<file path="src/rtl/voc_pcm8_resample_pan_macros.svh">
// Assertion macros for the resampler RTL.
// Needs a clock named clock and a reset named reset in the including module.
`ifndef VOC_PCM8_RESAMPLE_PAN_MACROS_SVH
`define VOC_PCM8_RESAMPLE_PAN_MACROS_SVH

// same-cycle implication
`define VOCRS_AST(lbl, ante, cons, msg) \
   lbl: assert property (@(posedge clock) disable iff (reset) (ante) |-> (cons)) \
      else $error(msg);

// next-cycle implication
`define VOCRS_AST_NEXT(lbl, ante, cons, msg) \
   lbl: assert property (@(posedge clock) disable iff (reset) (ante) |=> (cons)) \
      else $error(msg);

`endif

</file>
<file path="src/rtl/vocrs_pkg.sv">
// Types and constants of the VOC PCM resampler.
// No dependencies.
`default_nettype none
package vocrs_pkg;

   typedef struct packed {
      logic [7:0] file_byte;
      logic       end_of_file;
   } vocrs_in_type;

   typedef struct packed {
      logic               kind;
      logic signed [15:0] smp_l;
      logic signed [15:0] smp_r;
      logic [3:0]         status_code;
      logic               final_item;
   } vocrs_out_type;

   typedef struct packed {
      logic [15:0] output_rate;
      logic [7:0]  volume;
      logic [7:0]  pan;
      logic [23:0] file_length;
   } vocrs_cfg_type;

   // one command per file byte that causes work in the back end
   typedef struct packed {
      logic        setup;
      logic [7:0]  rate_code;
      logic        run1;
      logic        run2;
      logic [7:0]  prev_pcm;
      logic [7:0]  cur_pcm;
      logic [23:0] index;
      logic        status;
      logic [3:0]  status_code;
   } vocrs_cmd_type;

   localparam logic [1:0] CsrOutputRate = 2'd0;
   localparam logic [1:0] CsrVolume     = 2'd1;
   localparam logic [1:0] CsrPan        = 2'd2;
   localparam logic [1:0] CsrFileLength = 2'd3;

   localparam logic [3:0] StatOk        = 4'd0;
   localparam logic [3:0] StatShort     = 4'd1;
   localparam logic [3:0] StatSignature = 4'd2;
   localparam logic [3:0] StatOffset    = 4'd3;
   localparam logic [3:0] StatBlockType = 4'd4;
   localparam logic [3:0] StatLength    = 4'd5;
   localparam logic [3:0] StatCodec     = 4'd6;
   localparam logic [3:0] StatNoPcm     = 4'd7;
   localparam logic [3:0] StatTruncated = 4'd8;

   localparam logic       KindFrame  = 1'b0;
   localparam logic       KindStatus = 1'b1;

endpackage
`default_nettype wire

</file>
<file path="src/rtl/voc_pcm8_resample_pan.sv">
// Top level of the VOC 8-bit PCM resampler with volume and pan.
// Depends on vocrs_pkg, vocrs_front, vocrs_cmdq, vocrs_back.
//
// chan  dir  handshake              payload
// req   in   req_valid / req_stall  req_data  (vocrs_in_type)
// rsp   out  rsp_valid / rsp_stall  rsp_data  (vocrs_out_type)
// csr   in   csr_write              csr_index, csr_wdata
//
// The parser takes one file byte per cycle while the two-deep command queue has room.
// Each frame waits on the shared divider twice (interpolation fraction, then phase step)
// and also on any result stall; a codec byte adds the gain steps and a rate division.
// Reset is synchronous; there is no clearing pass.
// rsp_stall holds the result register; the back end then waits, the queue fills
// and req_stall rises.
`default_nettype none
module voc_pcm8_resample_pan
   import vocrs_pkg::*;
(
   input  wire logic          clock,
   input  wire logic          reset,
   input  wire logic          req_valid,
   output logic               req_stall,
   input  wire vocrs_in_type  req_data,
   output logic               rsp_valid,
   input  wire logic          rsp_stall,
   output vocrs_out_type      rsp_data,
   input  wire logic          csr_write,
   input  wire logic [1:0]    csr_index,
   input  wire logic [23:0]   csr_wdata
);
   vocrs_cfg_type cfg_ff, cfg_in;
   logic          q_full, q_avail, q_pop, push, accept;
   vocrs_cmd_type push_data, q_head;

   always_comb begin
      cfg_in = cfg_ff;
      if (csr_write) begin
         case (csr_index)
            CsrOutputRate: cfg_in.output_rate = csr_wdata[15:0];
            CsrVolume:     cfg_in.volume      = csr_wdata[7:0];
            CsrPan:        cfg_in.pan         = csr_wdata[7:0];
            CsrFileLength: cfg_in.file_length = csr_wdata;
            default:       cfg_in = cfg_ff;
         endcase
      end
   end

   always_ff @(posedge clock) begin
      if (reset) begin
         cfg_ff.output_rate <= 16'd32000;
         cfg_ff.volume      <= 8'd127;
         cfg_ff.pan         <= 8'd64;
         cfg_ff.file_length <= 24'd0;
      end else begin
         cfg_ff <= cfg_in;
      end
   end

   assign req_stall = q_full;
   assign accept    = req_valid && !q_full;

   vocrs_front u_front (
      .clock       (clock),
      .reset       (reset),
      .accept      (accept),
      .in_data     (req_data),
      .file_length (cfg_ff.file_length),
      .push        (push),
      .push_data   (push_data)
   );

   vocrs_cmdq u_cmdq (
      .clock     (clock),
      .reset     (reset),
      .push      (push),
      .push_data (push_data),
      .full      (q_full),
      .pop       (q_pop),
      .not_empty (q_avail),
      .head      (q_head)
   );

   vocrs_back u_back (
      .clock     (clock),
      .reset     (reset),
      .cfg       (cfg_ff),
      .cmd_avail (q_avail),
      .cmd_head  (q_head),
      .cmd_pop   (q_pop),
      .rsp_valid (rsp_valid),
      .rsp_stall (rsp_stall),
      .rsp_data  (rsp_data)
   );

endmodule
`default_nettype wire

</file>
<file path="src/rtl/vocrs_div.sv">
// Restoring divider, one quotient bit per cycle.
// Uses vocrs_pkg only for house consistency of types; no submodules.
`default_nettype none
module vocrs_div
   import vocrs_pkg::*;
(
   input  wire logic        clock,
   input  wire logic        reset,
   input  wire logic        start,
   input  wire logic [31:0] dividend,
   input  wire logic [15:0] divisor,
   output logic             busy,
   output logic             done,
   output logic [31:0]      quotient,
   output logic [15:0]      remainder
);
   localparam int Width = 32;
   localparam int CntW  = $clog2(Width);
   localparam logic [CntW-1:0] LastStep = CntW'(Width - 1);

   logic            busy_ff, busy_in;
   logic            done_ff, done_in;
   logic [CntW-1:0] cnt_ff, cnt_in;
   logic [15:0]     acc_ff, acc_in;
   logic [31:0]     quo_ff, quo_in;
   logic [15:0]     dsr_ff, dsr_in;
   logic [16:0]     trial;

   always_comb begin
      busy_in = busy_ff;
      done_in = 1'b0;
      cnt_in  = cnt_ff;
      acc_in  = acc_ff;
      quo_in  = quo_ff;
      dsr_in  = dsr_ff;
      trial   = {acc_ff, quo_ff[31]};
      if (start) begin
         busy_in = 1'b1;
         cnt_in  = '0;
         acc_in  = '0;
         quo_in  = dividend;
         dsr_in  = divisor;
      end else if (busy_ff) begin
         if (trial >= {1'b0, dsr_ff}) begin
            acc_in = 16'(trial - {1'b0, dsr_ff});
            quo_in = {quo_ff[30:0], 1'b1};
         end else begin
            acc_in = trial[15:0];
            quo_in = {quo_ff[30:0], 1'b0};
         end
         cnt_in = cnt_ff + 1'b1;
         if (cnt_ff == LastStep) begin
            busy_in = 1'b0;
            done_in = 1'b1;
         end
      end
   end

   always_ff @(posedge clock) begin
      if (reset) begin
         busy_ff <= 1'b0;
         done_ff <= 1'b0;
         cnt_ff  <= '0;
      end else begin
         busy_ff <= busy_in;
         done_ff <= done_in;
         cnt_ff  <= cnt_in;
      end
   end

   always_ff @(posedge clock) begin
      acc_ff <= acc_in;
      quo_ff <= quo_in;
      dsr_ff <= dsr_in;
   end

   assign busy      = busy_ff;
   assign done      = done_ff;
   assign quotient  = quo_ff;
   assign remainder = acc_ff;

endmodule
`default_nettype wire

</file>
<file path="src/rtl/vocrs_cmdq.sv">
// Two-entry command queue between the parser and the frame engine.
// Depends on vocrs_pkg for the command type.
`default_nettype none
module vocrs_cmdq
   import vocrs_pkg::*;
(
   input  wire logic          clock,
   input  wire logic          reset,
   input  wire logic          push,
   input  wire vocrs_cmd_type push_data,
   output logic               full,
   input  wire logic          pop,
   output logic               not_empty,
   output vocrs_cmd_type      head
);
   vocrs_cmd_type slot_ff [2];
   logic          wr_ptr_ff, wr_ptr_in;
   logic          rd_ptr_ff, rd_ptr_in;
   logic [1:0]    count_ff, count_in;

   always_comb begin
      wr_ptr_in = push ? ~wr_ptr_ff : wr_ptr_ff;
      rd_ptr_in = pop  ? ~rd_ptr_ff : rd_ptr_ff;
      count_in  = count_ff;
      if (push && !pop) begin
         count_in = count_ff + 1'b1;
      end else if (pop && !push) begin
         count_in = count_ff - 1'b1;
      end
   end

   always_ff @(posedge clock) begin
      if (reset) begin
         wr_ptr_ff <= 1'b0;
         rd_ptr_ff <= 1'b0;
         count_ff  <= '0;
      end else begin
         wr_ptr_ff <= wr_ptr_in;
         rd_ptr_ff <= rd_ptr_in;
         count_ff  <= count_in;
      end
   end

   always_ff @(posedge clock) begin
      if (push) begin
         slot_ff[wr_ptr_ff] <= push_data;
      end
   end

   assign full      = (count_ff == 2'd2);
   assign not_empty = (count_ff != 2'd0);
   assign head      = slot_ff[rd_ptr_ff];

endmodule
`default_nettype wire

</file>
<file path="src/rtl/vocrs_front.sv">
// File parser: checks header and block, tracks byte position, issues commands.
// Depends on vocrs_pkg.
`default_nettype none
module vocrs_front
   import vocrs_pkg::*;
(
   input  wire logic          clock,
   input  wire logic          reset,
   input  wire logic          accept,
   input  wire vocrs_in_type  in_data,
   input  wire logic [23:0]   file_length,
   output logic               push,
   output vocrs_cmd_type      push_data
);
   typedef enum logic [4:0] {
      ST_HEADER = 5'b00001,
      ST_BLOCK  = 5'b00010,
      ST_PCM    = 5'b00100,
      ST_DONE   = 5'b01000,
      ST_ERROR  = 5'b10000
   } stage_type;

   localparam logic [24:0] PosMax = '1;

   function automatic logic [7:0] sig_byte(input logic [4:0] i);
      logic [7:0] b;
      case (i)
         5'd0:    b = 8'h43;
         5'd1:    b = 8'h72;
         5'd2:    b = 8'h65;
         5'd3:    b = 8'h61;
         5'd4:    b = 8'h74;
         5'd5:    b = 8'h69;
         5'd6:    b = 8'h76;
         5'd7:    b = 8'h65;
         5'd8:    b = 8'h20;
         5'd9:    b = 8'h56;
         5'd10:   b = 8'h6F;
         5'd11:   b = 8'h69;
         5'd12:   b = 8'h63;
         5'd13:   b = 8'h65;
         5'd14:   b = 8'h20;
         5'd15:   b = 8'h46;
         5'd16:   b = 8'h69;
         5'd17:   b = 8'h6C;
         5'd18:   b = 8'h65;
         5'd19:   b = 8'h1A;
         default: b = 8'h00;
      endcase
      return b;
   endfunction

   stage_type   stage_ff, stage_in;
   logic [24:0] pos_ff, pos_in;
   logic [15:0] ds_ff, ds_in;
   logic [23:0] pcm_ff, pcm_in;
   logic [7:0]  rate_ff, rate_in;
   logic [7:0]  prev_ff, prev_in;
   logic [3:0]  err_ff, err_in;

   logic [7:0]  v;
   logic [24:0] off;
   logic [24:0] kpos;
   logic [15:0] ds_new;
   logic [23:0] pcm_new;
   vocrs_cmd_type cmd;

   always_comb begin
      stage_in = stage_ff;
      pos_in   = pos_ff;
      ds_in    = ds_ff;
      pcm_in   = pcm_ff;
      rate_in  = rate_ff;
      prev_in  = prev_ff;
      err_in   = err_ff;
      v        = in_data.file_byte;
      off      = pos_ff - 25'(ds_ff);
      kpos     = pos_ff - (25'(ds_ff) + 25'd6);
      ds_new   = {v, ds_ff[7:0]};
      pcm_new  = pcm_ff;
      cmd      = '0;
      push     = 1'b0;

      if (accept) begin
         if (pos_ff != PosMax) begin
            pos_in = pos_ff + 1'b1;
         end
         case (stage_ff)
            ST_HEADER: begin
               if (pos_ff == '0 && file_length < 24'd27) begin
                  stage_in = ST_ERROR;
                  err_in   = StatShort;
               end else if (pos_ff < 25'd20) begin
                  if (v != sig_byte(pos_ff[4:0])) begin
                     stage_in = ST_ERROR;
                     err_in   = StatSignature;
                  end
               end else if (pos_ff == 25'd20) begin
                  ds_in = {8'h00, v};
               end else if (pos_ff == 25'd21) begin
                  ds_in = ds_new;
                  if (24'(ds_new) >= file_length || ds_new < 16'd26) begin
                     stage_in = ST_ERROR;
                     err_in   = StatOffset;
                  end
               end else if (pos_ff == 25'd25) begin
                  stage_in = ST_BLOCK;
               end
            end
            ST_BLOCK: begin
               if (pos_ff >= 25'(ds_ff)) begin
                  if (off == 25'd0) begin
                     if (v != 8'd1 || 25'(ds_ff) + 25'd4 > 25'(file_length)) begin
                        stage_in = ST_ERROR;
                        err_in   = StatBlockType;
                     end
                  end else if (off == 25'd1) begin
                     pcm_in = pcm_ff | {16'h0000, v};
                  end else if (off == 25'd2) begin
                     pcm_in = pcm_ff | {8'h00, v, 8'h00};
                  end else if (off == 25'd3) begin
                     pcm_new = pcm_ff | {v, 16'h0000};
                     pcm_in  = pcm_new;
                     if (pcm_new < 24'd2 ||
                         25'(ds_ff) + 25'd4 + 25'(pcm_new) > 25'(file_length)) begin
                        stage_in = ST_ERROR;
                        err_in   = StatLength;
                     end
                  end else if (off == 25'd4) begin
                     rate_in = v;
                  end else begin
                     if (v != 8'd0) begin
                        stage_in = ST_ERROR;
                        err_in   = StatCodec;
                     end else if (pcm_ff == 24'd2) begin
                        stage_in = ST_ERROR;
                        err_in   = StatNoPcm;
                     end else begin
                        pcm_in        = pcm_ff - 24'd2;
                        prev_in       = 8'd128;
                        stage_in      = ST_PCM;
                        cmd.setup     = 1'b1;
                        cmd.rate_code = rate_ff;
                        push          = 1'b1;
                     end
                  end
               end
            end
            ST_PCM: begin
               cmd.prev_pcm = prev_ff;
               cmd.cur_pcm  = v;
               cmd.index    = kpos[23:0];
               cmd.run1     = (kpos != 25'd0);
               cmd.run2     = (kpos + 25'd1 >= 25'(pcm_ff));
               push         = cmd.run1 || cmd.run2;
               if (cmd.run2) begin
                  stage_in = ST_DONE;
               end
               prev_in = v;
            end
            ST_DONE, ST_ERROR: begin
            end
            default: begin
               stage_in = ST_HEADER;
            end
         endcase

         if (in_data.end_of_file) begin
            cmd.status = 1'b1;
            if (stage_in == ST_DONE) begin
               cmd.status_code = StatOk;
            end else if (stage_in == ST_ERROR) begin
               cmd.status_code = err_in;
            end else begin
               cmd.status_code = StatTruncated;
            end
            push     = 1'b1;
            stage_in = ST_HEADER;
            pos_in   = '0;
            ds_in    = '0;
            pcm_in   = '0;
            rate_in  = '0;
            prev_in  = 8'd128;
            err_in   = StatOk;
         end
      end
   end

   always_ff @(posedge clock) begin
      if (reset) begin
         stage_ff <= ST_HEADER;
         pos_ff   <= '0;
         ds_ff    <= '0;
         pcm_ff   <= '0;
         rate_ff  <= '0;
         prev_ff  <= 8'd128;
         err_ff   <= StatOk;
      end else begin
         stage_ff <= stage_in;
         pos_ff   <= pos_in;
         ds_ff    <= ds_in;
         pcm_ff   <= pcm_in;
         rate_ff  <= rate_in;
         prev_ff  <= prev_in;
         err_ff   <= err_in;
      end
   end

   assign push_data = cmd;

endmodule
`default_nettype wire

</file>
<file path="src/rtl/vocrs_back.sv">
// Frame engine: gains, source rate, interpolation, scaling, result register.
// Depends on vocrs_pkg, vocrs_div and the assertion macro header.
`default_nettype none
`include "voc_pcm8_resample_pan_macros.svh"
module vocrs_back
   import vocrs_pkg::*;
(
   input  wire logic          clock,
   input  wire logic          reset,
   input  wire vocrs_cfg_type cfg,
   input  wire logic          cmd_avail,
   input  wire vocrs_cmd_type cmd_head,
   output logic               cmd_pop,
   output logic               rsp_valid,
   input  wire logic          rsp_stall,
   output vocrs_out_type      rsp_data
);
   typedef enum logic [15:0] {
      B_IDLE   = 16'b0000000000000001,
      B_GAIN_A = 16'b0000000000000010,
      B_GAIN_B = 16'b0000000000000100,
      B_GAIN_C = 16'b0000000000001000,
      B_GAIN_D = 16'b0000000000010000,
      B_RATE   = 16'b0000000000100000,
      B_RWAIT  = 16'b0000000001000000,
      B_CHECK  = 16'b0000000010000000,
      B_MUL1   = 16'b0000000100000000,
      B_DIV1   = 16'b0000001000000000,
      B_WAIT1  = 16'b0000010000000000,
      B_SCALE  = 16'b0000100000000000,
      B_DIVG   = 16'b0001000000000000,
      B_EMIT   = 16'b0010000000000000,
      B_PHASE  = 16'b0100000000000000,
      B_STATUS = 16'b1000000000000000
   } bstate_type;

   localparam logic [4:0] FrameCap = 5'd31;

   function automatic logic [6:0] div63(input logic [13:0] x);
      logic [31:0] p;
      logic [6:0]  q;
      logic [13:0] r;
      p = 32'(x) * 32'd4161;
      q = p[24:18];
      r = x - 14'(q) * 14'd63;
      if (r >= 14'd63) begin
         q = q + 1'b1;
      end
      return q;
   endfunction

   function automatic logic [15:0] div127(input logic [21:0] x);
      logic [43:0] p;
      logic [15:0] q;
      logic [21:0] r;
      p = 44'(x) * 44'd2113665;
      q = p[43:28];
      r = x - 22'(q) * 22'd127;
      if (r >= 22'd127) begin
         q = q + 1'b1;
      end
      return q;
   endfunction

   function automatic logic signed [15:0] sat16(input logic signed [16:0] x);
      logic signed [15:0] y;
      if (x > 17'sd32767) begin
         y = 16'sh7FFF;
      end else if (x < -17'sd32768) begin
         y = 16'sh8000;
      end else begin
         y = x[15:0];
      end
      return y;
   endfunction

   bstate_type         state_ff, state_in;
   vocrs_cmd_type      cmd_ff, cmd_in;
   logic               run1_ff, run1_in;
   logic               run2_ff, run2_in;
   logic               stat_ff, stat_in;
   logic [4:0]         cnt_ff, cnt_in;
   logic [24:0]        src_ff, src_in;
   logic [15:0]        ph_ff, ph_in;
   logic [19:0]        srv_ff, srv_in;
   logic [6:0]         gain_l_ff, gain_l_in;
   logic [6:0]         gain_r_ff, gain_r_in;
   logic               side_ff, side_in;
   logic [6:0]         lp_ff, lp_in;
   logic [6:0]         rp_ff, rp_in;
   logic [21:0]        mul_l_ff, mul_l_in;
   logic [21:0]        mul_r_ff, mul_r_in;
   logic               neg_ff, neg_in;
   logic [31:0]        prod_ff, prod_in;
   logic               dneg_ff, dneg_in;
   logic signed [16:0] base_ff, base_in;
   logic signed [16:0] s_ff, s_in;
   logic signed [15:0] left_ff, left_in;
   logic signed [15:0] right_ff, right_in;
   vocrs_out_type      out_ff, out_in;
   logic               out_valid_ff, out_valid_in;

   logic [15:0] f_eff;
   logic [6:0]  vol_c, pan_c;
   logic [7:0]  pa, pb;
   logic [23:0] idx;
   logic        due;
   logic [8:0]  diff9, a9;
   logic [7:0]  dmag;
   logic [16:0] smag;
   logic [6:0]  g63;
   logic [8:0]  dcode;
   logic [16:0] vl, vr;
   logic        slot_free, out_load;
   logic        div_start, div_busy, div_done;
   logic [31:0] div_dividend, div_quo;
   logic [15:0] div_divisor, div_rem;

   always_comb begin
      if (cfg.output_rate < 16'd4000) begin
         f_eff = 16'd4000;
      end else if (cfg.output_rate > 16'd48000) begin
         f_eff = 16'd48000;
      end else begin
         f_eff = cfg.output_rate;
      end
      vol_c = cfg.volume[7] ? 7'd127 : cfg.volume[6:0];
      if (cfg.pan == 8'd0) begin
         pan_c = 7'd1;
      end else if (cfg.pan[7]) begin
         pan_c = 7'd127;
      end else begin
         pan_c = cfg.pan[6:0];
      end
   end

   assign slot_free = !out_valid_ff || !rsp_stall;
   assign dcode     = 9'd256 - {1'b0, cmd_ff.rate_code};

   always_comb begin
      state_in     = state_ff;
      cmd_in       = cmd_ff;
      run1_in      = run1_ff;
      run2_in      = run2_ff;
      stat_in      = stat_ff;
      cnt_in       = cnt_ff;
      src_in       = src_ff;
      ph_in        = ph_ff;
      srv_in       = srv_ff;
      gain_l_in    = gain_l_ff;
      gain_r_in    = gain_r_ff;
      side_in      = side_ff;
      lp_in        = lp_ff;
      rp_in        = rp_ff;
      mul_l_in     = mul_l_ff;
      mul_r_in     = mul_r_ff;
      neg_in       = neg_ff;
      prod_in      = prod_ff;
      dneg_in      = dneg_ff;
      base_in      = base_ff;
      s_in         = s_ff;
      left_in      = left_ff;
      right_in     = right_ff;
      out_in       = out_ff;
      cmd_pop      = 1'b0;
      out_load     = 1'b0;
      div_start    = 1'b0;
      div_dividend = prod_ff;
      div_divisor  = f_eff;

      pa    = run1_ff ? cmd_ff.prev_pcm : cmd_ff.cur_pcm;
      pb    = cmd_ff.cur_pcm;
      idx   = run1_ff ? cmd_ff.index - 24'd1 : cmd_ff.index;
      due   = (run1_ff || run2_ff) && (25'(idx) >= src_ff) && (cnt_ff != FrameCap);
      a9    = {1'b0, pa} - 9'd128;
      diff9 = {1'b0, pb} - {1'b0, pa};
      dmag  = diff9[8] ? 8'(-diff9) : diff9[7:0];
      smag  = s_ff[16] ? 17'(-s_ff) : 17'(s_ff);
      g63   = div63(mul_l_ff[13:0]);
      vl    = neg_ff ? 17'(-{1'b0, div127(mul_l_ff)}) : {1'b0, div127(mul_l_ff)};
      vr    = neg_ff ? 17'(-{1'b0, div127(mul_r_ff)}) : {1'b0, div127(mul_r_ff)};

      case (state_ff)
         B_IDLE: begin
            if (cmd_avail) begin
               cmd_pop  = 1'b1;
               cmd_in   = cmd_head;
               run1_in  = cmd_head.run1;
               run2_in  = cmd_head.run2;
               stat_in  = cmd_head.status;
               cnt_in   = '0;
               state_in = cmd_head.setup ? B_GAIN_A : B_CHECK;
            end
         end
         B_GAIN_A: begin
            side_in = (pan_c <= 7'd64);
            if (pan_c <= 7'd64) begin
               mul_l_in = 22'(14'(pan_c) * 14'd127);
            end else begin
               mul_l_in = 22'(14'(7'd127 - pan_c) * 14'd127);
            end
            state_in = B_GAIN_B;
         end
         B_GAIN_B: begin
            if (side_ff) begin
               lp_in = 7'd127;
               rp_in = mul_l_ff[12:6];
            end else begin
               lp_in = g63;
               rp_in = 7'd127;
            end
            state_in = B_GAIN_C;
         end
         B_GAIN_C: begin
            mul_l_in = 22'(14'(vol_c) * 14'(lp_ff));
            mul_r_in = 22'(14'(vol_c) * 14'(rp_ff));
            neg_in   = 1'b0;
            state_in = B_GAIN_D;
         end
         B_GAIN_D: begin
            gain_l_in = vl[6:0];
            gain_r_in = vr[6:0];
            state_in  = B_RATE;
         end
         B_RATE: begin
            div_start    = 1'b1;
            div_dividend = 32'(20'd1000000 + 20'(dcode >> 1));
            div_divisor  = 16'(dcode);
            state_in     = B_RWAIT;
         end
         B_RWAIT: begin
            if (div_done) begin
               srv_in   = div_quo[19:0];
               src_in   = '0;
               ph_in    = '0;
               state_in = B_CHECK;
            end
         end
         B_CHECK: begin
            if (due) begin
               state_in = B_MUL1;
            end else if (run1_ff) begin
               run1_in = 1'b0;
            end else if (run2_ff) begin
               run2_in = 1'b0;
            end else if (stat_ff) begin
               state_in = B_STATUS;
            end else begin
               state_in = B_IDLE;
            end
         end
         B_MUL1: begin
            prod_in  = {24'(dmag * ph_ff), 8'h00};
            dneg_in  = diff9[8];
            base_in  = {a9, 8'h00};
            state_in = B_DIV1;
         end
         B_DIV1: begin
            div_start = 1'b1;
            state_in  = B_WAIT1;
         end
         B_WAIT1: begin
            if (div_done) begin
               s_in     = dneg_ff ? base_ff - signed'({1'b0, div_quo[15:0]})
                                  : base_ff + signed'({1'b0, div_quo[15:0]});
               state_in = B_SCALE;
            end
         end
         B_SCALE: begin
            mul_l_in = 22'(24'(smag) * 24'(gain_l_ff));
            mul_r_in = 22'(24'(smag) * 24'(gain_r_ff));
            neg_in   = s_ff[16];
            state_in = B_DIVG;
         end
         B_DIVG: begin
            left_in  = sat16(signed'(vl));
            right_in = sat16(signed'(vr));
            state_in = B_EMIT;
         end
         B_EMIT: begin
            if (slot_free) begin
               out_load            = 1'b1;
               out_in.kind         = KindFrame;
               out_in.smp_l        = left_ff;
               out_in.smp_r        = right_ff;
               out_in.status_code  = StatOk;
               out_in.final_item   = 1'b0;
               cnt_in              = cnt_ff + 1'b1;
               // phase step: quotient advances the source index
               div_start           = 1'b1;
               div_dividend        = 32'(21'(ph_ff) + 21'(srv_ff));
               state_in            = B_PHASE;
            end
         end
         B_PHASE: begin
            if (div_done) begin
               src_in   = src_ff + 25'(div_quo);
               ph_in    = div_rem;
               state_in = B_CHECK;
            end
         end
         B_STATUS: begin
            if (slot_free) begin
               out_load            = 1'b1;
               out_in.kind         = KindStatus;
               out_in.smp_l        = '0;
               out_in.smp_r        = '0;
               out_in.status_code  = cmd_ff.status_code;
               out_in.final_item   = 1'b1;
               stat_in             = 1'b0;
               state_in            = B_IDLE;
            end
         end
         default: begin
            state_in = B_IDLE;
         end
      endcase
   end

   assign out_valid_in = out_load ? 1'b1 : (rsp_stall ? out_valid_ff : 1'b0);

   vocrs_div u_div (
      .clock     (clock),
      .reset     (reset),
      .start     (div_start),
      .dividend  (div_dividend),
      .divisor   (div_divisor),
      .busy      (div_busy),
      .done      (div_done),
      .quotient  (div_quo),
      .remainder (div_rem)
   );

   always_ff @(posedge clock) begin
      if (reset) begin
         state_ff     <= B_IDLE;
         run1_ff      <= 1'b0;
         run2_ff      <= 1'b0;
         stat_ff      <= 1'b0;
         cnt_ff       <= '0;
         out_valid_ff <= 1'b0;
      end else begin
         state_ff     <= state_in;
         run1_ff      <= run1_in;
         run2_ff      <= run2_in;
         stat_ff      <= stat_in;
         cnt_ff       <= cnt_in;
         out_valid_ff <= out_valid_in;
      end
   end

   always_ff @(posedge clock) begin
      cmd_ff    <= cmd_in;
      src_ff    <= src_in;
      ph_ff     <= ph_in;
      srv_ff    <= srv_in;
      gain_l_ff <= gain_l_in;
      gain_r_ff <= gain_r_in;
      side_ff   <= side_in;
      lp_ff     <= lp_in;
      rp_ff     <= rp_in;
      mul_l_ff  <= mul_l_in;
      mul_r_ff  <= mul_r_in;
      neg_ff    <= neg_in;
      prod_ff   <= prod_in;
      dneg_ff   <= dneg_in;
      base_ff   <= base_in;
      s_ff      <= s_in;
      left_ff   <= left_in;
      right_ff  <= right_in;
      out_ff    <= out_in;
   end

   assign rsp_valid = out_valid_ff;
   assign rsp_data  = out_ff;

   `VOCRS_AST(a_out_hold, out_valid_ff && rsp_stall, !out_load, "result overwritten while stalled")
   `VOCRS_AST(a_div_idle, div_start, !div_busy, "divider restarted while busy")
   `VOCRS_AST(a_frame_cap, state_ff == B_MUL1, cnt_ff != FrameCap, "frame cap exceeded")

endmodule
`default_nettype wire
</file>
<file path="config.mk">
export PLATFORM = sky130hd
export DESIGN_NAME = voc_pcm8_resample_pan
export DESIGN_NICKNAME = d
export VERILOG_FILES = /design/src/rtl/vocrs_pkg.sv /design/src/rtl/voc_pcm8_resample_pan.sv /design/src/rtl/vocrs_div.sv /design/src/rtl/vocrs_cmdq.sv /design/src/rtl/vocrs_front.sv /design/src/rtl/vocrs_back.sv
export VERILOG_INCLUDE_DIRS = /design/src /design/src/rtl
export SDC_FILE = /design/constraint.sdc
export NUM_CORES = 2
export LEC_CHECK = 0
export ABC_AREA = 1
export BUFFER_PORTS_ARGS = -buffer_cell sky130_fd_sc_hd__buf_4
export CORE_MARGIN = 3
export CORE_UTILIZATION = 55
export DETAILED_ROUTE_END_ITERATION = 10
export HOLD_SLACK_MARGIN = 0.15
export PLACE_DENSITY_LB_ADDON = 0.12
export SETUP_SLACK_MARGIN = 0.05
export SLEW_MARGIN = 20
export SYNTH_ARGS = -nofsm -noshare
export SYNTH_HDL_FRONTEND = slang
export SYNTH_SLANG_ARGS = --single-unit
</file>
<file path="constraint.sdc">
create_clock -name clock -period 10.75 [get_ports clock]
set_clock_uncertainty 0.15 [all_clocks]
set_input_delay 1.6125 -clock clock [delete_from_list [all_inputs] [get_ports clock]]
set_output_delay 1.6125 -clock clock [all_outputs]
set_load 0.02 [all_outputs]
</file>
Word-level counts from Yosys, hierarchy flattened
Memory sizes are Yosys's and may differ from the RTL's. A register that Yosys moved wholly into a read port is not among the register bits.
Cells that the tools add are included.
{ "word_totals": {"regBits": 554, "mem_bits_rw": 112, "romBits": 224, "input_bits": 40, "out_inout_bits": 40, "elab_cells": 454, "memories": 2} }
{ "memory_table": {"columns": ["memory", "words", "word_bits", "rd", "rd_clocked_by_memory_dff", "wr", "line", "text"], "rows": [
  ["(name not given)", 32, 7, 1, 1, 0, "vocrs_front.sv:27", "case (i)"],
  ["u_cmdq.slot_ff", 2, 56, 1, 1, 1, "vocrs_cmdq.sv:16", "vocrs_cmd_type slot_ff [2];"]
]} }
{ "op_classes": {"addsub": 33, "n_mul": 13, "n_lt_le_gt_ge": 21, "n_eq_ne": 69, "n_mux": 184, "bitwise": 6, "reduce_logical": 69} }
{ "ops": {"columns": ["op", "n"], "rows": [
  ["$mux 16", 23],
  ["$mux 24", 11],
  ["$pmux 16 s15", 1],
  ["$mux 8", 24],
  ["$mux 5", 25],
  ["$mux 25", 4],
  ["$mux 32", 3],
  ["$mux 9", 10],
  ["$mul 22x22->44 const B", 2],
  ["$mux 38", 2],
  ["$mux 4", 19],
  ["$pmux 38 s2", 1],
  ["$eq 25x5->1 const B", 3],
  ["$mux 17", 4],
  ["$pmux 22 s3", 1],
  ["$pmux 32 s2", 1],
  ["$mux 56", 1],
  ["$add 25x1->25 const B", 2],
  ["$eq 25x2->1 const B", 2],
  ["$gt 25x24->1", 2],
  ["$logic_not 25->1", 2],
  ["$pmux 25 s2", 1],
  ["$ge 22x7->1 const B", 2],
  ["$mul 16x7->22 const B", 2],
  ["other kinds (118)", 247]
]} }

Logic depth before layout (Yosys ltp)
{ "depth": {"word_depth": 17, "mapped_depth": 63, "mapped_depth_nobuf": 62} }

Cells and area by module
From an unflattened synthesis, not the netlist that was laid out.
{ "unflattened": {"cells_unflattened": 10022, "area_unflattened_um2": 76100.5} }
{ "modules_own_cells": {"columns": ["mod", "n_inst", "cells_each", "area_each_um2", "seq_area_each_um2"], "rows": [
  ["vocrs_back", 1, 6781, 52090.0, 9689.3],
  ["vocrs_front", 1, 2183, 13216.4, 1941.9],
  ["vocrs_cmdq", 1, 207, 4431.8, 3463.3],
  ["vocrs_div", 1, 514, 4083.9, 1901.8],
  ["voc_pcm8_resample_pan", 1, 337, 2278.4, 1121.1]
]} }

Least setup slack after synthesis
OpenSTA, ideal clock, no wires.
{ "synth_path": {"kind": "register -> register", "from": "reg u_back.mul_l_ff[12]", "to": "reg u_back.left_ff[9], data pin", "setup_ns": 0.264, "t_arrival_ns": 8.696, "required_time_ns": 10.336, "path_slack_ns": 1.640, "stages_incl_launch_ff": 51, "path_buffers": 1, "period_less_slack_ns": 9.110, "path_cell_list": "edfxtp_1 ha_1 inv_1 fa_1 inv_1 ha_1 ha_1 ha_1 inv_1 fa_1 nor2_1 inv_2 nor3_1 inv_1 o21ai_0 inv_1 nand2_1 nand2_1 [15 not listed] nand3_1 nand3_1 nand2_1 a21oi_1 nand2_1 nor2_4 nand3_4 xor2_1 nand3_1 nor2_4 nand2_1 nand2_1 nand2_1 nand2_1 nand3_2 buf_6 nand2_1 nand2_1"} }
{ "synth_between": {"elab_chain_len": 9, "elab_cells_between_ends": 11, "classes_between": "add/sub: 3; mul: 2; order compare: 3; mux: 3"} }
{ "synth_lines": {"columns": ["element", "line", "text"], "rows": [
  ["start: declaration", "vocrs_back.sv:91", "logic [21:0] mul_l_ff, mul_l_in;"],
  ["start signal: assignment", "vocrs_back.sv:362", "mul_l_ff <= mul_l_in;"],
  ["$mul 22x22->44", "vocrs_back.sv:56", "p = 44'(x) * 44'd2113665;"],
  ["$mul 16x7->22", "vocrs_back.sv:58", "r = x - 22'(q) * 22'd127;"],
  ["$sub 22x22->22", "vocrs_back.sv:58", null],
  ["$ge 22x7->1", "vocrs_back.sv:59", "if (r >= 22'd127) begin"],
  ["$mux 16 *", "vocrs_back.sv:59", null],
  ["$neg 16->17", "vocrs_back.sv:180", "vl = neg_ff ? 17'(-{1'b0, div127(mul_l_ff)}) : {1'b0, div127(mul_l_ff)};"],
  ["$mux 17 *", "vocrs_back.sv:180", null],
  ["$lt 17x16->1", "vocrs_back.sv:69", "end else if (x < -17'sd32768) begin"],
  ["$mux 16", "vocrs_back.sv:69", null],
  ["end signal: assignment", "vocrs_back.sv:369", "left_ff <= left_in;"],
  ["end: declaration", "vocrs_back.sv:98", "logic signed [15:0] left_ff, left_in;"]
]} }
Every way passes the cells marked *; elsewhere a longest branch is shown, timed or not.
A chain may end at the register's enable or synchronous reset.

Worst setup path after layout
{ "layout_path": {"from": "reg u_back.mul_l_ff[5]", "to": "reg u_back.left_ff[14], data pin"} }
The elaborated chain is that of the path after synthesis.

==> results.txt <==
* Antenna violations before repair: 2
* Total routing usage reported by global routing: 30.6%
* TritonCTS clock tree: done
- Relative max-transition margin: 25.1%
* Unrepaired setup endpoints after global routing: no
- Worst voltage drop across the vdd grid: 0.687 mV
- For the final routed database, the setup TNS stands at 0 ns.
- Final weighted congestion in routability-driven placement: 0.982
- Measured along the x axis, the die boundary spans 373 um.
- Before antenna repair, the detailed router went through 8 iterations.
- Cells with a size suffix above 1 make up 5.27% of the layout.
* Sum of net half-perimeters after detailed placement: 177 mm
- The run finished with clean final reports.
- Die extent in y: 373 um
- Post-synth EDFFs: 466
* Number of cell rows: 133
- Of the total power, the clock network draws 13.2%.
- CTS Root Cell: sky130_fd_sc_hd__clkbuf_16
- After layout, the worst path uses 93.1% of the clock period.
* Fill cell instance count of the final layout: 12209
* Async set or reset register ratio after synthesis: 0%
- Worst reg2reg path endpoint: u_back.left_ff[14]$_SDFFCE_PN1P_
- The largest individual stage delay along the critical path comes from the cell sky130_fd_sc_hd__fa_1.
* Maximum root-to-sink buffer count: 3
- Reg area: 18100 um2
* Switching power total: 0.0110 W
- Count of antenna-violating nets left after detailed routing: 0
* Post-Synthesis Cells: 9610
* Count of antenna diodes in the layout: 0
* Top FF cell, synth: sky130_fd_sc_hd__edfxtp_1
* Highest-count cells in the layout ignoring fill and taps: sky130_fd_sc_hd__nand2_1 (1967), sky130_fd_sc_hd__inv_1 (1901), sky130_fd_sc_hd__nor2_1 (933)
* Share of total power in sequential cells: 15.7%
- Initial standard-cell utilization of the core: 55.8%
* Number of distinct standard cells referenced by the synthesized netlist: 77
* Post-synthesis area per instance: 7.70 um2
- Remaining routing DRC violations: 0
- Counting tap cells, the placed design contains a total of 11359 instances.
- Maximum number of pins on one net before global-route repair: 69
* Total Die Area: 139000 um2
- Clock-pin slew was measured on the worst setup and hold paths at 0.06 ns.
- The count of endpoints failing hold in the final timing report is 0.
- The number of global-route vias before repair is 61521.
- In the post-synthesis netlist, the biggest area contributors are sky130_fd_sc_hd__edfxtp_1 (19%), sky130_fd_sc_hd__ha_1 (15%), sky130_fd_sc_hd__fa_1 (14%).
- Worst setup path startpoint: u_back.mul_l_ff[5]$_DFFE_PP_
- The library cell used most frequently in the layout, excluding fill and tap cells, is sky130_fd_sc_hd__nand2_1.
* Number of port buffers: 79
- Clock Sink Count: 672
- Largest stage delay, worst path: 0.54 ns
- Sequential cells were found to cover 24.5% of the synthesized design area.
* Area occupied by multi-input gates: 48100 um2
- Class of the tightest hold or removal check: reg2reg
- Boundary Pins: 80
- In this run the worst path has a maximum fanout of 18.
- P_leak: 40.4 nW
- Clock latency on the worst-skew pair: 0.69 ns
- Worst setup EP type: flop
- Setup violations remaining at the end of the flow were counted as 0.
* Net count after synthesis: 11070
- Internal Power: 0.00950 W
- The number of pins with negative max-slew slack in the final report came to 0.
- The first routing iteration left 5678 violations.
- The setup path with the least slack is of type reg2reg.
- Part of the power in combinational logic: 71.1%
- The routed layout has 63694 vias.
- Worst hold endpoint: u_cmdq.rd_ptr_ff$_SDFFE_PP0P_
* Power Dens Cells: 258 nW/um2
* Path depth of the worst reg2reg path: 49
* CTS buffer count: 79
- First-pass GRT wire length: 341 mm
* Placeable core region: 132000 um2
- Switching share of total power: 53.6%
- Counting stages on the worst path, the most repeated cell is sky130_fd_sc_hd__nand2_1.
- CTS HTree Levels: 3
- In the final routed layout, each cell accounts on average for 18.8 um.
* Yosys warnings: 0
- Post-synth top area share: 18.9%
- For the worst setup path, the data arrival time is 10.30 ns.
* Summed instance area of the synthesized netlist: 74000 um2
* Fmax achieved: 0.0999 GHz
- Time the final worst path needs with I/O delays and setup: 10.01 ns
* Least-Margin Pin Slew: 1.11 ns
- Nature of the critical path startpoint: flop
- For this run, the number of standard cells in the final layout without fillers is 11514.
* Setup slack of the worst register-to-register path: 0.74 ns
- The worst hold path begins at u_cmdq.rd_ptr_ff$_SDFFE_PP0P_.
* NumNets Final: 11155
* Total congestion overflow after global routing: 0
* WL final: 216 mm
- Startpoint of the most critical register-to-register path: u_back.mul_l_ff[5]$_DFFE_PP_
- In the routed layout, each cell is associated on average with a via count of 5.53.
- Relative to the synthesized area, the layout overhead comes to 7.48%.
* Cells on Worst Hold Path: 1
- Max-Cap Viols: 0
- Flip-flop and latch count after synthesis: 672
- Cell taking the most area after synthesis: sky130_fd_sc_hd__edfxtp_1
- STA puts the critical path data required time at 11.04 ns.
[synthesized netlist by cell type, types with 18 or more instances]
cell type / n
sky130_fd_sc_hd__a21oi_1: 582
sky130_fd_sc_hd__nand2_2: 31
sky130_fd_sc_hd__nor2_1: 943
sky130_fd_sc_hd__ha_1: 909
sky130_fd_sc_hd__inv_1: 1907
sky130_fd_sc_hd__nand2_1: 1983
sky130_fd_sc_hd__o21a_1: 25
sky130_fd_sc_hd__xor2_1: 217
sky130_fd_sc_hd__edfxtp_1: 466
sky130_fd_sc_hd__fa_1: 511
sky130_fd_sc_hd__o21bai_1: 36
sky130_fd_sc_hd__o31ai_1: 18
sky130_fd_sc_hd__nor2_2: 26
sky130_fd_sc_hd__or2_2: 30
sky130_fd_sc_hd__o211ai_1: 28
sky130_fd_sc_hd__clkbuf_1: 125
sky130_fd_sc_hd__xnor2_1: 73
sky130_fd_sc_hd__dfxtp_1: 206
sky130_fd_sc_hd__o22ai_1: 21
sky130_fd_sc_hd__nor4_1: 45
sky130_fd_sc_hd__a21o_1: 21
sky130_fd_sc_hd__clkinv_1: 19
sky130_fd_sc_hd__a211oi_1: 30
sky130_fd_sc_hd__mux2_2: 56
sky130_fd_sc_hd__o21ai_0: 439
sky130_fd_sc_hd__nor3_1: 120
sky130_fd_sc_hd__nand4_1: 136
sky130_fd_sc_hd__nand3_1: 364
sky130_fd_sc_hd__a31oi_1: 31
sky130_fd_sc_hd__nand3b_1: 26
[critical path: cells and delay by family, from the launching register on]
family	cells	cell delay, ns
compound gates	3	0.85
buf+inv	9	0.66
xor+xnor	2	0.40
simple gates	24	2.82
flops	1	0.52
fa+ha+maj	11	4.30
[registers in the layout, summed over array words and instances (netlist names), 20 cells and up, named ones only]
| name | cells |
|---|---|
| u_cmdq.slot_ff | 112 |
| cfg_ff | 56 |
| u_back.cmd_ff | 44 |
| u_back.rsp_data | 37 |
| u_back.u_div.quotient | 32 |
| u_back.src_ff | 25 |
| u_front.pos_ff | 25 |
| u_back.prod_ff | 24 |
| u_front.pcm_ff | 24 |
| u_back.mul_l_ff | 22 |
| u_back.mul_r_ff | 22 |
| u_back.srv_ff | 20 |
[cells by family (layout without fill, tap and decap cells)]
family          after synthesis  count (layout)  share of synthesized area [%]
compound gates             1325            1326                           10.0
xor+xnor                    291             291                           3.46
fa+ha+maj                  1420            1420                           29.2
buf+inv                    2092            2240                           10.7
flops                       672             672                           24.5
mux                          60              60                          0.907
simple gates               3750            3750                           21.2
[power by group through the flow]
stage          clock [W]  sequential, W  combinational (W)
4_1_cts          0.00276        0.00321             0.0143
2_1_floorplan          0        0.00321             0.0106
5_1_grt          0.00286        0.00323             0.0163
3_3_place_gp           0        0.00325             0.0141
6_report         0.00271        0.00321             0.0146
3_5_place_dp           0        0.00326             0.0143
[what timing repair did]
action,CTS,global route
setup endpoints to repair,0,31
hold buffers,0,0
setup buffers,0,9
gates resized for setup,0,29
[cell type report]
class | count | area share, %
sequential | 672 | 22.8
multi-input combinational | 6847 | 60.5
timing repair buffer | 156 | 1.49
clock buffer | 102 | 2.63
clock inverter | 43 | 0.611
inverter | 1939 | 9.17
tap | 1755 | 2.76
[routing by layer]
layer	vias up	track usage [%]	wire [um]
met5	-	0	0
met4	0	8.63	6470
met3	318	3.44	16200
met2	2225	47.8	94800
met1	30092	45.0	98600
li1	31059	-	-
[through the flow]
stage,hold slack [ns],util [%],area (um2),power (W),worst slack (ns)
6_report,0.306,60.0,79500,0.0205,0.741
3_5_place_dp,0.293,57.9,76700,0.0175,0.384
5_1_grt,0.325,60.0,79500,0.0224,0.0413
2_1_floorplan,0.276,-,74000,0.0138,1.64
4_1_cts,0.310,59.9,79300,0.0203,0.388
3_3_place_gp,0.285,57.9,76700,0.0174,0.401
[how the worst max path moves through the flow]
| stage | end | slack, ns | depth (start not counted) |
|---|---|---|---|
| 3_5_place_dp | u_back.right_ff[6]$_SDFFCE_PN1P_ | 0.38 | 54 |
| 2_1_floorplan | u_back.left_ff[9]$_SDFFCE_PN1P_ | 1.64 | 50 |
| 6_report | u_back.left_ff[14]$_SDFFCE_PN1P_ | 0.74 | 49 |
| 5_1_grt | u_back.left_ff[7]$_SDFFCE_PN1P_ | 0.04 | 51 |
| 4_1_cts | u_back.right_ff[4]$_SDFFCE_PN1P_ | 0.39 | 54 |
| 3_3_place_gp | u_back.right_ff[4]$_SDFFCE_PN1P_ | 0.40 | 51 |
Note: power is estimated with default switching activity, not from simulation.
